==> src/rtl/blr_pkg.sv <==
// ----------------------------------------------------------------------------
// Bresenham line rasterizer package
// Widths, reset values, operation and register codes of the rasterizer.
// ----------------------------------------------------------------------------
`timescale 1ns / 1ps
`default_nettype none

package blr_pkg;

    localparam int COORD_BITS_DEF = 11;

    localparam int CFG_W       = 12;
    localparam int IN_COORD_W  = 16;
    localparam int OUT_COORD_W = 11;
    localparam int ADDR_W      = 22;
    localparam int COLOR_W     = 32;

    localparam int S_TDATA_W = 96;
    localparam int M_TDATA_W = 80;

    localparam logic [CFG_W-1:0] FRAME_WIDTH_RESET  = 12'd640;
    localparam logic [CFG_W-1:0] FRAME_HEIGHT_RESET = 12'd480;

    localparam logic OP_START = 1'b0;
    localparam logic OP_TICK  = 1'b1;

    localparam logic CFG_FRAME_WIDTH  = 1'b0;
    localparam logic CFG_FRAME_HEIGHT = 1'b1;

endpackage

`default_nettype wire

==> src/rtl/bresenham_line_rasterizer_top.sv <==
// ----------------------------------------------------------------------------
// Bresenham line rasterizer
// Clamps line endpoints to the frame, steps one pixel per tick word and
// emits pixel coordinates, linear address, color and an endpoint flag.
// ----------------------------------------------------------------------------
//  Channel   Direction  Payload
//  s_axis    in         tuser: operation; tdata: endpoints and color
//  m_axis    out        tlast: last pixel; tdata: x, y, address, color
//  cfg       in         frame width and height writes
//
//  One input word is accepted every cycle unless a stalled m_axis backs up;
//  each step is a single pass of clamp or Bresenham logic into the state
//  and a pixel register. A pixel then goes on to the m_axis output register;
//  the y * width + x address multiply lies between the two registers.
//  Reset is synchronous and active low; it leaves the rasterizer idle.
//  A stalled m_axis holds its word; one further pixel can still wait behind it.
// ----------------------------------------------------------------------------
`timescale 1ns / 1ps
`default_nettype none

module bresenham_line_rasterizer_top #(
    parameter int COORD_BITS = blr_pkg::COORD_BITS_DEF
) (
    input  wire logic                          aclk,
    input  wire logic                          aresetn,
    input  wire logic                          cfg_we,
    input  wire logic                          cfg_index,
    input  wire logic [blr_pkg::CFG_W-1:0]     cfg_wdata,
    input  wire logic                          s_tvalid,
    output logic                               s_tready,
    // [15:0] start_x, [31:16] start_y, [47:32] end_x_in, [63:48] end_y_in,
    // [95:64] color_in
    input  wire logic [blr_pkg::S_TDATA_W-1:0] s_tdata,
    // [0] operation
    input  wire logic                          s_tuser,
    output logic                               m_tvalid,
    input  wire logic                          m_tready,
    // [10:0] pixel_x, [21:11] pixel_y, [43:22] pixel_address,
    // [75:44] pixel_color, [79:76] zero
    output logic [blr_pkg::M_TDATA_W-1:0]      m_tdata,
    output logic                               m_tlast
);
    import blr_pkg::*;

    localparam int CB   = COORD_BITS;
    localparam int ET_W = COORD_BITS + 2;
    localparam int LIM_W = IN_COORD_W + 1;
    localparam logic [LIM_W-1:0] COORD_MAX = LIM_W'((1 << COORD_BITS) - 1);
    localparam int PAD_W = M_TDATA_W - (2 * OUT_COORD_W + ADDR_W + COLOR_W);

    function automatic logic [CB-1:0] clamp_coord(input logic [IN_COORD_W-1:0] v,
                                                 input logic [CFG_W-1:0] size);
        logic [LIM_W-1:0] lim;
        lim = (size == '0) ? '0 : (LIM_W'(size) - LIM_W'(1));
        if (lim > COORD_MAX) begin
            lim = COORD_MAX;
        end
        clamp_coord = ({1'b0, v} > lim) ? lim[CB-1:0] : v[CB-1:0];
    endfunction

    logic [CFG_W-1:0]   fw_reg, fh_reg;

    logic [CB-1:0]      cur_x_reg, cur_y_reg, tgt_x_reg, tgt_y_reg;
    logic [CB-1:0]      dx_reg, dy_reg;
    logic               sxn_reg, syn_reg;
    logic signed [ET_W-1:0] err_reg;
    logic [COLOR_W-1:0] color_reg;
    logic               busy_reg;

    logic [CB-1:0]      cur_x_next, cur_y_next, tgt_x_next, tgt_y_next;
    logic [CB-1:0]      dx_next, dy_next;
    logic               sxn_next, syn_next;
    logic signed [ET_W-1:0] err_next;
    logic [COLOR_W-1:0] color_next;
    logic               busy_next;
    logic               res_valid;

    logic               a_valid_reg;
    logic [CB-1:0]      a_x_reg, a_y_reg;
    logic [COLOR_W-1:0] a_color_reg;
    logic               a_last_reg;

    logic               out_valid_reg;
    logic [M_TDATA_W-1:0] out_data_reg;
    logic               out_last_reg;

    logic               s_acc, advance_out;

    logic [CB-1:0]      x1, y1, x2, y2, sdx, sdy;
    logic signed [ET_W-1:0] e_cur, dx_s, dy_s;
    logic               move_x, move_y;
    logic [CB-1:0]      tick_x, tick_y;

    logic [CB+CFG_W-1:0] prod;
    logic [ADDR_W-1:0]   addr;

    assign advance_out = !out_valid_reg || m_tready;
    assign s_tready    = !a_valid_reg || advance_out;
    assign s_acc       = s_tvalid && s_tready;

    always_ff @(posedge aclk) begin
        if (!aresetn) begin
            fw_reg <= FRAME_WIDTH_RESET;
            fh_reg <= FRAME_HEIGHT_RESET;
        end else if (cfg_we) begin
            unique case (cfg_index)
                CFG_FRAME_WIDTH:  fw_reg <= cfg_wdata;
                CFG_FRAME_HEIGHT: fh_reg <= cfg_wdata;
                default:          fw_reg <= fw_reg;
            endcase
        end
    end

    assign x1 = clamp_coord(s_tdata[15:0],  fw_reg);
    assign y1 = clamp_coord(s_tdata[31:16], fh_reg);
    assign x2 = clamp_coord(s_tdata[47:32], fw_reg);
    assign y2 = clamp_coord(s_tdata[63:48], fh_reg);
    assign sdx = (x2 > x1) ? (x2 - x1) : (x1 - x2);
    assign sdy = (y2 > y1) ? (y2 - y1) : (y1 - y2);

    assign e_cur  = err_reg;
    assign dx_s   = signed'({2'b00, dx_reg});
    assign dy_s   = signed'({2'b00, dy_reg});
    assign move_x = e_cur > -dx_s;
    assign move_y = e_cur < dy_s;
    assign tick_x = move_x ? (sxn_reg ? cur_x_reg - CB'(1) : cur_x_reg + CB'(1)) : cur_x_reg;
    assign tick_y = move_y ? (syn_reg ? cur_y_reg - CB'(1) : cur_y_reg + CB'(1)) : cur_y_reg;

    always_comb begin
        cur_x_next = cur_x_reg;
        cur_y_next = cur_y_reg;
        tgt_x_next = tgt_x_reg;
        tgt_y_next = tgt_y_reg;
        dx_next    = dx_reg;
        dy_next    = dy_reg;
        sxn_next   = sxn_reg;
        syn_next   = syn_reg;
        err_next   = err_reg;
        color_next = color_reg;
        busy_next  = busy_reg;
        res_valid  = 1'b0;
        unique case (s_tuser)
            OP_START: begin
                cur_x_next = x1;
                cur_y_next = y1;
                tgt_x_next = x2;
                tgt_y_next = y2;
                dx_next    = sdx;
                dy_next    = sdy;
                sxn_next   = !(x1 < x2);
                syn_next   = !(y1 < y2);
                err_next   = (sdx > sdy) ? signed'({3'b000, sdx[CB-1:1]})
                                         : -signed'({3'b000, sdy[CB-1:1]});
                color_next = s_tdata[95:64];
                busy_next  = !((x1 == x2) && (y1 == y2));
                res_valid  = 1'b1;
            end
            OP_TICK: begin
                if (busy_reg) begin
                    cur_x_next = tick_x;
                    cur_y_next = tick_y;
                    err_next   = e_cur - (move_x ? dy_s : '0) + (move_y ? dx_s : '0);
                    busy_next  = !((tick_x == tgt_x_reg) && (tick_y == tgt_y_reg));
                    res_valid  = 1'b1;
                end
            end
            default: res_valid = 1'b0;
        endcase
    end

    always_ff @(posedge aclk) begin
        if (!aresetn) begin
            busy_reg <= 1'b0;
        end else if (s_acc) begin
            busy_reg <= busy_next;
        end
    end

    always_ff @(posedge aclk) begin
        if (s_acc) begin
            cur_x_reg <= cur_x_next;
            cur_y_reg <= cur_y_next;
            tgt_x_reg <= tgt_x_next;
            tgt_y_reg <= tgt_y_next;
            dx_reg    <= dx_next;
            dy_reg    <= dy_next;
            sxn_reg   <= sxn_next;
            syn_reg   <= syn_next;
            err_reg   <= err_next;
            color_reg <= color_next;
        end
    end

    // Pixel register: coordinates, color and endpoint flag of one result.
    always_ff @(posedge aclk) begin
        if (!aresetn) begin
            a_valid_reg <= 1'b0;
        end else if (s_tready) begin
            a_valid_reg <= s_acc && res_valid;
        end
    end

    always_ff @(posedge aclk) begin
        if (s_acc) begin
            a_x_reg     <= cur_x_next;
            a_y_reg     <= cur_y_next;
            a_color_reg <= color_next;
            a_last_reg  <= !busy_next;
        end
    end

    assign prod = a_y_reg * fw_reg;
    assign addr = ADDR_W'(prod) + ADDR_W'(a_x_reg);

    always_ff @(posedge aclk) begin
        if (!aresetn) begin
            out_valid_reg <= 1'b0;
        end else if (advance_out) begin
            out_valid_reg <= a_valid_reg;
        end
    end

    always_ff @(posedge aclk) begin
        if (advance_out && a_valid_reg) begin
            out_data_reg <= {PAD_W'(0), a_color_reg, addr,
                             OUT_COORD_W'(a_y_reg), OUT_COORD_W'(a_x_reg)};
            out_last_reg <= a_last_reg;
        end
    end

    assign m_tvalid = out_valid_reg;
    assign m_tdata  = out_data_reg;
    assign m_tlast  = out_last_reg;

endmodule

`default_nettype wire

==> config.mk <==
export PLATFORM = sky130hd
export DESIGN_NAME = bresenham_line_rasterizer_top
export DESIGN_NICKNAME = d
export VERILOG_FILES = /design/src/rtl/blr_pkg.sv /design/src/rtl/bresenham_line_rasterizer_top.sv
export SDC_FILE = /design/constraint.sdc
export NUM_CORES = 1
export LEC_CHECK = 0
export BUFFER_PORTS_ARGS = -buffer_cell sky130_fd_sc_hd__buf_4
export CAP_MARGIN = 20
export CORE_UTILIZATION = 44
export DETAILED_ROUTE_END_ITERATION = 7
export PLACE_DENSITY = 0.59
export SKIP_LAST_GASP = 1
export SLEW_MARGIN = 20
export SYNTH_ARGS = -nofsm -noshare
export SYNTH_HDL_FRONTEND = slang
export SYNTH_SLANG_ARGS = --single-unit
==> constraint.sdc <==
create_clock -name aclk -period 12.17 [get_ports aclk]
set_input_delay 1.217 -clock aclk [delete_from_list [all_inputs] [get_ports aclk]]
set_output_delay 1.217 -clock aclk [all_outputs]
set_load 0.005 [all_outputs]
# Yosys cells after proc, flatten, opt, wreduce, memory -nomap -nowiden
# Cells that the tools add are included.
[op_classes]
mul = 1
bitwise = 2
add_sub_neg = 15
muxes = 28
n_lt_le_gt_ge = 13
reduce_logical = 20
eq_ne = 5
[ops]
columns = ["cell", "count"]
rows = [
  ["$mux 11", 14],
  ["$gt 16x17->1", 4],
  ["$mux 17", 4],
  ["$eq 11x11->1", 4],
  ["$pmux 11 s2", 2],
  ["$sub 11x11->11", 4],
  ["$gt 17x11->1 const B", 2],
  ["$gt 11x11->1", 3],
  ["$mux 32", 1],
  ["$mux 13", 2],
  ["$pmux 13 s2", 1],
  ["$sub 12x1->13 const B", 2],
  ["$logic_not 12->1", 2],
  ["$add 11x1->11 const B", 2],
  ["$add 22x11->22", 1],
  ["$lt 11x11->1", 2],
  ["$mul 11x12->22", 1],
  ["$sub 11x1->11 const B", 2],
  ["$add 13x11->13", 1],
  ["$gt 13x13->1", 1],
  ["$lt 13x12->1", 1],
  ["$neg 10->13", 1],
  ["$neg 11->13", 1],
  ["$sub 13x11->13", 1],
  ["8 further kinds", 25],
]
[word_totals]
wordCells = 102
regBits = 218
input_bits = 115

# Logic depth before layout (Yosys ltp)
# Gate-level depths: netlist of the first run.
[depth]
word_depth = 11
depth_mapped = 44
mapped_depth_nobuf = 40

# Worst setup path before layout of the first run
# Ideal clock, no wire load.
[synth_timing]
path_type = "reg-to-reg"
startpoint = "register fw_reg[0]"
endpoint = "register err_reg[6] (netlist: e_cur[6]) (data pin)"
path_stages_with_launch = 41
setup_slack_ns = 3.372
setup_time_ns = 0.258
arrival_time_ns = 8.540
cell_sequence = "dfxtp_1 -> inv_1 -> ha_1 -> or3b_4 -> or4_1 -> buf_2 -> nor4_4 -> a21oi_1 -> inv_1 -> ha_1 -> nor2b_1 -> o21a_1 -> o21a_1 -> o21a_1 -> o21a_1 -> o21a_1 -> o211ai_1 -> a21boi_0 -> (+5 left out) -> nand4_1 -> or3_1 -> and3_1 -> a21oi_1 -> buf_2 -> a21oi_1 -> a221o_1 -> xnor2_1 -> inv_1 -> ha_1 -> nand4_1 -> nor2_1 -> nand4_1 -> o21ai_0 -> a31o_2 -> buf_1 -> nand2_1 -> o221a_2"
[synth_via]
elab_chain_cells = 11
elab_cells_between_ends = 16
[synth_rtl]
columns = ["element", "line", "text"]
rows = [
  ["start: declaration", "bresenham_line_rasterizer_top.sv:61", "logic [CFG_W-1:0] fw_reg, fh_reg;"],
  ["start signal: assignment", "bresenham_line_rasterizer_top.sv:107", "CFG_FRAME_WIDTH: fw_reg <= cfg_wdata;"],
  ["start signal: assignment", "bresenham_line_rasterizer_top.sv:109", "default: fw_reg <= fw_reg;"],
  ["$sub 12x1->13 or $logic_not 12->1 (tied branches)", "bresenham_line_rasterizer_top.sv:54", "lim = (size == '0) ? '0 : (LIM_W'(size) - LIM_W'(1));"],
  ["$mux 17 *", "bresenham_line_rasterizer_top.sv:54", ""],
  ["$gt 17x11->1", "bresenham_line_rasterizer_top.sv:55", "if (lim > COORD_MAX) begin"],
  ["$mux 17 *", "bresenham_line_rasterizer_top.sv:55", ""],
  ["$gt 16x17->1", "bresenham_line_rasterizer_top.sv:58", "clamp_coord = ({1'b0, v} > lim) ? lim[CB-1:0] : v[CB-1:0];"],
  ["$mux 11", "bresenham_line_rasterizer_top.sv:58", ""],
  ["$sub 11x11->11 or $gt 11x11->1 (tied branches)", "bresenham_line_rasterizer_top.sv:118", "assign sdx = (x2 > x1) ? (x2 - x1) : (x1 - x2);"],
  ["$mux 11 *", "bresenham_line_rasterizer_top.sv:118", ""],
  ["named net sdx[9]", "bresenham_line_rasterizer_top.sv:89", "logic [CB-1:0] x1, y1, x2, y2, sdx, sdy;"],
  ["$gt 11x11->1 *", "bresenham_line_rasterizer_top.sv:152", "err_next = (sdx > sdy) ? signed'({3'b000, sdx[CB-1:1]})"],
  ["$mux 13 *", "bresenham_line_rasterizer_top.sv:152", ""],
  ["$pmux 13 s2 *", "bresenham_line_rasterizer_top.sv:142", "unique case (s_tuser)"],
  ["named net err_next[6]", "bresenham_line_rasterizer_top.sv:73", "logic signed [ET_W-1:0] err_next;"],
  ["end signal: assignment", "bresenham_line_rasterizer_top.sv:189", "err_reg <= err_next;"],
  ["end: declaration", "bresenham_line_rasterizer_top.sv:66", "logic signed [ET_W-1:0] err_reg;"],
]
# The timed path passes the listed nets; every way through them passes the cells marked *.
# A chain may end at the register's enable or synchronous reset.

# Worst setup path in the final report of the first run
[layout_timing]
startpoint = "register fw_reg[0]"
endpoint = "register err_reg[6] (netlist: e_cur[6]) (data pin)"
[layout_via]
elab_chain_cells = 11
elab_cells_between_ends = 16
[layout_rtl]
columns = ["element", "line"]
rows = [
  ["$sub 12x1->13 or $logic_not 12->1 (tied branches)", "bresenham_line_rasterizer_top.sv:54"],
  ["$mux 17 *", "bresenham_line_rasterizer_top.sv:54"],
  ["$gt 17x11->1", "bresenham_line_rasterizer_top.sv:55"],
  ["$mux 17 *", "bresenham_line_rasterizer_top.sv:55"],
  ["$gt 16x17->1", "bresenham_line_rasterizer_top.sv:58"],
  ["$mux 11 *", "bresenham_line_rasterizer_top.sv:58"],
  ["named net x2[0]", "bresenham_line_rasterizer_top.sv:89"],
  ["$sub 11x11->11 or $gt 11x11->1 (tied branches)", "bresenham_line_rasterizer_top.sv:118"],
  ["$mux 11 *", "bresenham_line_rasterizer_top.sv:118"],
  ["named net sdx[6]", "bresenham_line_rasterizer_top.sv:89"],
  ["$gt 11x11->1 *", "bresenham_line_rasterizer_top.sv:152"],
  ["$mux 13 *", "bresenham_line_rasterizer_top.sv:152"],
  ["$pmux 13 s2 *", "bresenham_line_rasterizer_top.sv:142"],
  ["named net err_next[6]", "bresenham_line_rasterizer_top.sv:73"],
]
# Marks and branches as above.

==> results of run 1 <==
-- cells by family (layout without fill, tap and decap cells) --
group                    count (synthesis)  after routing  synth area share
multiplexers                            93             93            0.0473
AND/OR/NAND/NOR                        588            588             0.140
XOR/XNOR                               116            116            0.0512
buffers and inverters                  357            538            0.0669
other                                    2             28          0.000368
flip-flops                             218            218             0.307
adder cells (fa/ha/maj)                355            355             0.260
AO/OA/AOI/OAI                          400            400             0.127
-- synth_stat cells, types with 34 or more instances --
cell type,count
a21oi_1,111
and2_1,58
clkbuf_1,60
edfxtp_1,191
fa_1,116
ha_1,239
inv_1,283
mux2i_1,65
nand2_1,235
nor2_1,89
nor2b_1,34
nor3_1,40
o21ai_0,93
xnor2_1,75
xor2_1,39
-- stage by stage --
stage / power [W] / std cells
after floorplan: 0.00320 / 2155
after global placement: 0.00389 / 2887
after detailed placement: 0.00394 / 2887
after CTS: 0.00485 / 2935
after global routing: 0.00523 / 2936
final: 0.00482 / 2936
-- power breakdown --
group          switching, W  internal (W)
Sequential         0.000121       0.00101
Combinational       0.00161       0.00120
Clock              0.000329      0.000544
Total               0.00206       0.00276
-- area by class of cell --
| class | count | area (um^2) | area share |
|---|---|---|---|
| clock buffers | 32 | 673 | 0.0287 |
| multi-input cells | 1580 | 12900 | 0.549 |
| flip-flops and latches | 218 | 6280 | 0.267 |
| clock inverters | 16 | 275 | 0.0117 |
| inverters | 284 | 1070 | 0.0454 |
| repair buffers | 206 | 1550 | 0.0660 |
| well taps | 600 | 751 | 0.0320 |
-- path summary, 6_finish.rpt --
| path | endpoint |
|---|---|
| setup reg to reg | e_cur[6]$_DFFE_PP_ |
| hold / removal | m_tdata[66]$_DFFE_PP_ |
| hold reg to reg | m_tdata[66]$_DFFE_PP_ |
| setup / recovery | e_cur[6]$_DFFE_PP_ |
-- worst max-delay path: cells and delay by family (launching register included) --
| kind | cells | cell delay (ns) |
|---|---|---|
| xor gates and xnor gates | 1 | 0.30 |
| AOI/OAI and AO/OA | 15 | 2.97 |
| adders and majority gates | 4 | 1.05 |
| buffers and inverters | 5 | 0.86 |
| muxes | 2 | 0.65 |
| and+or+nand+nor | 9 | 2.59 |
| DFF | 1 | 0.44 |
-- layer usage --
metal / routed length, um / vias to the layer above / share of wire / global-route usage
met1: 24900 / 7705 / 0.46 / 0.310
met2: 25300 / 441 / 0.46 / 0.383
met5: 0 / - / 0 / 0
met4: 1780 / 0 / 0.033 / 0.0808
li1: - / 7738 / - / -
met3: 2700 / 93 / 0.049 / 0.0303
==> metrics.md, run 1 <==
| Metric | Value |
|---|---|
| Clk buf depth | 3 |
| Peak VDD IR | 0.000161 V |
| Outcome | finished, final reports clean |
| CP Capture Type | flip-flop |
| Distinct cells, synth | 81 |
| Mapped cell area | 0.0204 mm^2 |
| Ys flop type | edfxtp_1 |
| Slowest stage delay, CP | 0.53 ns |
| Initial DRT Pass Iterations | 6 |
| R2R depth | 36 |
| # DRC | 0 |
| Die H | 217 um |
| Worst hold slack | 0.417 ns |
| Vias in the first global route | 16100 |
| RSZ-0062 raised after global routing | false |
| Critical path launch point type | flip-flop |
| Cells after Synth | 2129 |
| Hold WC Path Type | flip-flop to flip-flop |
| # hold bufs at CTS | 0 |
| # IOs | 198 |
| RR Startpoint | fw_reg[0]$_SDFFE_PN0P_ |
| Drt via density | 5.44 |
| Vias post-DR | 16000 |
| Most frequent CP cell | o21a_1 |
| Setup violations, final | 0 |
| FP Rows | 78 |
| Max Cap Viol | 0 |
| Period minus WS final | 9.13 ns |
| Final Hold Viols | 0 |
| Pre-CTS setup slack | 2.87 ns |
| Setup CP Type | flip-flop to flip-flop |
| Synthesis-stage register bit count | 218 |
| Half-perimeter wire length after detailed placement | 43500 um |
| Most common cell after layout, fill and taps aside | inv_1 |
| Initial DRC Count | 969 |
| Max-slew violations | 0 |
| Design area | 0.0235 mm^2 |
| Initial antenna violation count | 0 |
| Die X | 217 um |
| Finished Core Util | 0.515 |
| Pwr per Cell Area | 205 mW/mm^2 |
| CTS tree | yes |
| Post-place instance area | 0.0225 mm^2 |
| Most frequent cells in the layout | inv_1 (283), ha_1 (239), nand2_1 (235) |
| Ant diodes | 0 |
| Antenna Violating Nets Remaining | 0 |
| Core Area | 0.0456 mm^2 |
| CP required | 12.48 ns |
| Post-CTS Setup Inserts | 0 |
| Clk_lat worst skew | 0.56 ns |
| Gpl congestion | 0.945 |
| Max FFs per register | 76 |
| Final setup TNS | 0 ns |
| # nets final | 2786 |
| HP Start | a_color_reg[22]$_DFFE_PP_ |
| Post-synth top area share | 0.281 |
| Async set or reset register ratio after synthesis | 0 |
| Worst setup path startpoint | fw_reg[0]$_SDFFE_PN0P_ |
| Syn. warnings | 0 |
| Layout Skew | 0.0162 ns |
| Clock slew at reported path FFs | 0.07 ns |
| Fin worst setup slack | 3.04 ns |
| Routed WL | 54600 um |
| Leading area contributor after synthesis | edfxtp_1 |
| Resize count post-CTS | 0 |
| Avg WL per Cell | 18.6 um |
| Total GRT Usage | 0.232 |
| Global-route wire length before repair | 85900 um |
| Crit share post-route | 0.750 |
| Number of synthesized flops with an enable pin | 191 |
| Buffers on Ports | 193 |
| Hold depth | 0 |
| Clock sink total | 218 |
| Initial Util | 0.448 |
| Sequential area share after synthesis | 0.307 |
| Layout cells sized above 1 | 0.128 |
| Synth top area cells | edfxtp_1 (28%), ha_1 (15%), fa_1 (11%) |
| Standby leakage power | 10.8 nW |
| FILL cells | 4233 |
| Area growth syn-to-layout | 15.1% |
| # H-tree levels | 1 |
| Mean area per synthesized cell | 9.59 um^2 |
| Crit-path max FO | 17 |
| Flop2flop setup slack | 3.04 ns |
| Largest net degree at the start of global routing | 66 |
| Worst-Margin Slew | 0.907 ns |
| Clock root cell | clkbuf_16 |
| WP data arrival | 9.44 ns |
| Global route overflow | 0 |
| FMAX | 110 MHz |
| Die Area | 0.0473 mm^2 |
| CP max stage cell | or4_1 |
| Worst slew margin | 0.390 |
| CTS Buf Count | 26 |
Power figures use the tool's default switching activity.
==> run 2: changes to the inputs <==
--- a/config.mk
+++ b/config.mk
@@ -9,7 +9,7 @@
 export CAP_MARGIN = 20
 export CORE_UTILIZATION = 44
 export DETAILED_ROUTE_END_ITERATION = 7
-export PLACE_DENSITY = 0.59
+export PLACE_DENSITY = 0.62
 export SKIP_LAST_GASP = 1
 export SLEW_MARGIN = 20
 export SYNTH_ARGS = -nofsm -noshare
==> constraint.sdc (replaced) <==
create_clock -name aclk -period 8.1 [get_ports aclk]
set_input_delay 0.81 -clock aclk [delete_from_list [all_inputs] [get_ports aclk]]
set_output_delay 0.81 -clock aclk [all_outputs]
set_load 0.005 [all_outputs]
==> run 2 against run 1 <==
Effect of this change:
- register-to-register slack lost 2.8 ns
- clock power is 34% higher
- global-route usage about the same
- critical path depth fell by 3
- via count increased by 1.9%
- sequential share of layout area down 1.1 points
- die area unchanged
- power up 53%
- cell area grew 4.3%
- worst hold slack hardly changed
- non-clock buffer count increased by 80
- sequential power is 49% higher
==> metrics.md, run 2 (synthesized netlist as in run 1, its figures left out) <==
| Metric | Value |
|---|---|
| Outcome | finished, final reports clean |
| Gpl congestion | 0.918 |
| Antenna Violating Nets Remaining | 0 |
| # hold bufs at CTS | 0 |
| Clock sink total | 218 |
| Setup violations, final | 0 |
| Design area | 0.0245 mm^2 |
| Critical path launch point type | flip-flop |
| Clk_lat worst skew | 0.56 ns |
| WP data arrival | 8.12 ns |
| CTS Buf Count | 26 |
| Initial DRT Pass Iterations | 8 |
| Post-place instance area | 0.0231 mm^2 |
| Design Power | 0.00737 W |
| CP Capture Type | flip-flop |
| Area growth syn-to-layout | 20.1% |
| CP required | 8.37 ns |
| CP max stage cell | or4_4 |
| Layout Skew | 0.0163 ns |
| Layout cells sized above 1 | 0.180 |
| Max Cap Viol | 0 |
| # nets final | 2866 |
| Clk buf depth | 3 |
| Crit share post-route | 0.969 |
| CTS tree | yes |
| FMAX | 127 MHz |
| Half-perimeter wire length after detailed placement | 43600 um |
| Standby leakage power | 11.2 nW |
| Core Area | 0.0456 mm^2 |
| Final setup TNS | 0 ns |
| Multi-input logic area | 0.0133 mm^2 |
| Avg WL per Cell | 18.4 um |
| Clock slew at reported path FFs | 0.06 ns |
| Total GRT Usage | 0.231 |
| Drt via density | 5.40 |
| Ant diodes | 0 |
| Crit-path max FO | 6 |
| # H-tree levels | 1 |
| Max-slew violations | 0 |
| Slowest stage delay, CP | 0.47 ns |
| Setup CP Type | flip-flop to flip-flop |
| Final Hold Viols | 0 |
| Global-route wire length before repair | 85900 um |
| Die Area | 0.0473 mm^2 |
| Delay-heaviest family, CP | compound AO/OA/AOI/OAI gates |
| Vias post-DR | 16300 |
| Flop2flop setup slack | 0.25 ns |
| FILL cells | 4064 |
| Period minus WS final | 7.85 ns |
| Largest net degree at the start of global routing | 68 |
| Most frequent CP cell | o21a_1 |
| Reg area | 0.00628 mm^2 |
| Hold WC Path Type | flip-flop to flip-flop |
| Global route overflow | 0 |
| Initial antenna violation count | 0 |
| Worst slew margin | 0.283 |
| Most common cell after layout, fill and taps aside | inv_1 |
| # DRC | 0 |
| # IOs | 198 |
| Max FFs per register | 76 |
| Initial Util | 0.448 |
| Die X | 217 um |
| Die H | 217 um |
| Routed WL | 55400 um |
| Vias in the first global route | 16200 |
| FP Rows | 78 |
| Most frequent cells in the layout | inv_1 (282), buf_4 (276), nand2_1 (235), ha_1 (235), edfxtp_1 (191) |
| RSZ-0062 raised after global routing | true |
| Buffers on Ports | 193 |
| Initial DRC Count | 980 |
| CP Buf/Inv Count | 5 |
| Clock root cell | clkbuf_16 |
| Peak VDD IR | 0.000260 V |
| Worst-Margin Slew | 1.07 ns |
| Pwr per Cell Area | 301 mW/mm^2 |
==> run 2: cell count changes in the layout (fill, tap and decap cells not counted), sizes merged <==
cell,delta
buf,+78
bufinv,-5
clkinv,+5
clkinvlp,+2
==> run 2: metal layers <==
| layer | GRT usage | share of wire | vias to the layer above |
|---|---|---|---|
| li1 | - | - | 7883 |
| met1 | 0.309 | 0.44 | 7851 |
| met2 | 0.398 | 0.48 | 461 |
| met3 | 0.0180 | 0.048 | 87 |
| met4 | 0.0690 | 0.027 | 0 |
| met5 | 0 | 0 | - |
==> run 2: what timing repair did <==
item / in CTS / in global routing
gates resized for setup: 5 / 92
setup buffers: 1 / 9
gates cloned: 0 / 3
endpoints found under the setup margin: 10 / 13
pin swaps: 1 / 13
==> run 2: area by class of cell <==
type / instances / area share
clock inverters: 18 / 0.00674
repair buffers: 286 / 0.0910
flip-flops and latches: 218 / 0.256
clock buffers: 30 / 0.0280
inverters: 284 / 0.0435
multi-input cells: 1580 / 0.544
well taps: 600 / 0.0306
==> run 2: metrics by stage <==
step	worst slack, ns	hold slack, ns	std cells	util
after floorplan	0.00692	0.400	2155	-
after global placement	0.150	0.400	2955	0.506
after detailed placement	-0.111	0.405	2955	0.506
after CTS	0.0129	0.405	3004	0.526
after global routing	-0.200	0.410	3016	0.538
final	0.251	0.417	3016	0.538
==> run 2: final timing paths <==
path / from / to / depth (start not counted)
worst max-delay path: fw_reg[1]$_SDFFE_PN0P_ / e_cur[4]$_DFFE_PP_ / 33
worst min-delay path: a_color_reg[14]$_DFFE_PP_ / m_tdata[58]$_DFFE_PP_ / 0
worst max register to register: fw_reg[1]$_SDFFE_PN0P_ / e_cur[4]$_DFFE_PP_ / 33
worst min register to register: a_color_reg[14]$_DFFE_PP_ / m_tdata[58]$_DFFE_PP_ / 0
==> run 2: worst reg2reg max path: cells and delay by family, from the launching register on <==
kind                       cells  cell delay [ns]
AOI/OAI and AO/OA             13             2.38
and+or+nand+nor                7             1.93
adders and majority gates      4             1.03
muxes                          3             0.85
buffers and inverters          5             0.72
DFF                            1             0.35
xor gates and xnor gates       1             0.31
==> run 2: power by group <==
part	switching [W]	internal [W]	leakage, nW
Clock	0.000494	0.000674	0.412
Combinational	0.00249	0.00202	8.76
Sequential	0.000163	0.00152	2.01
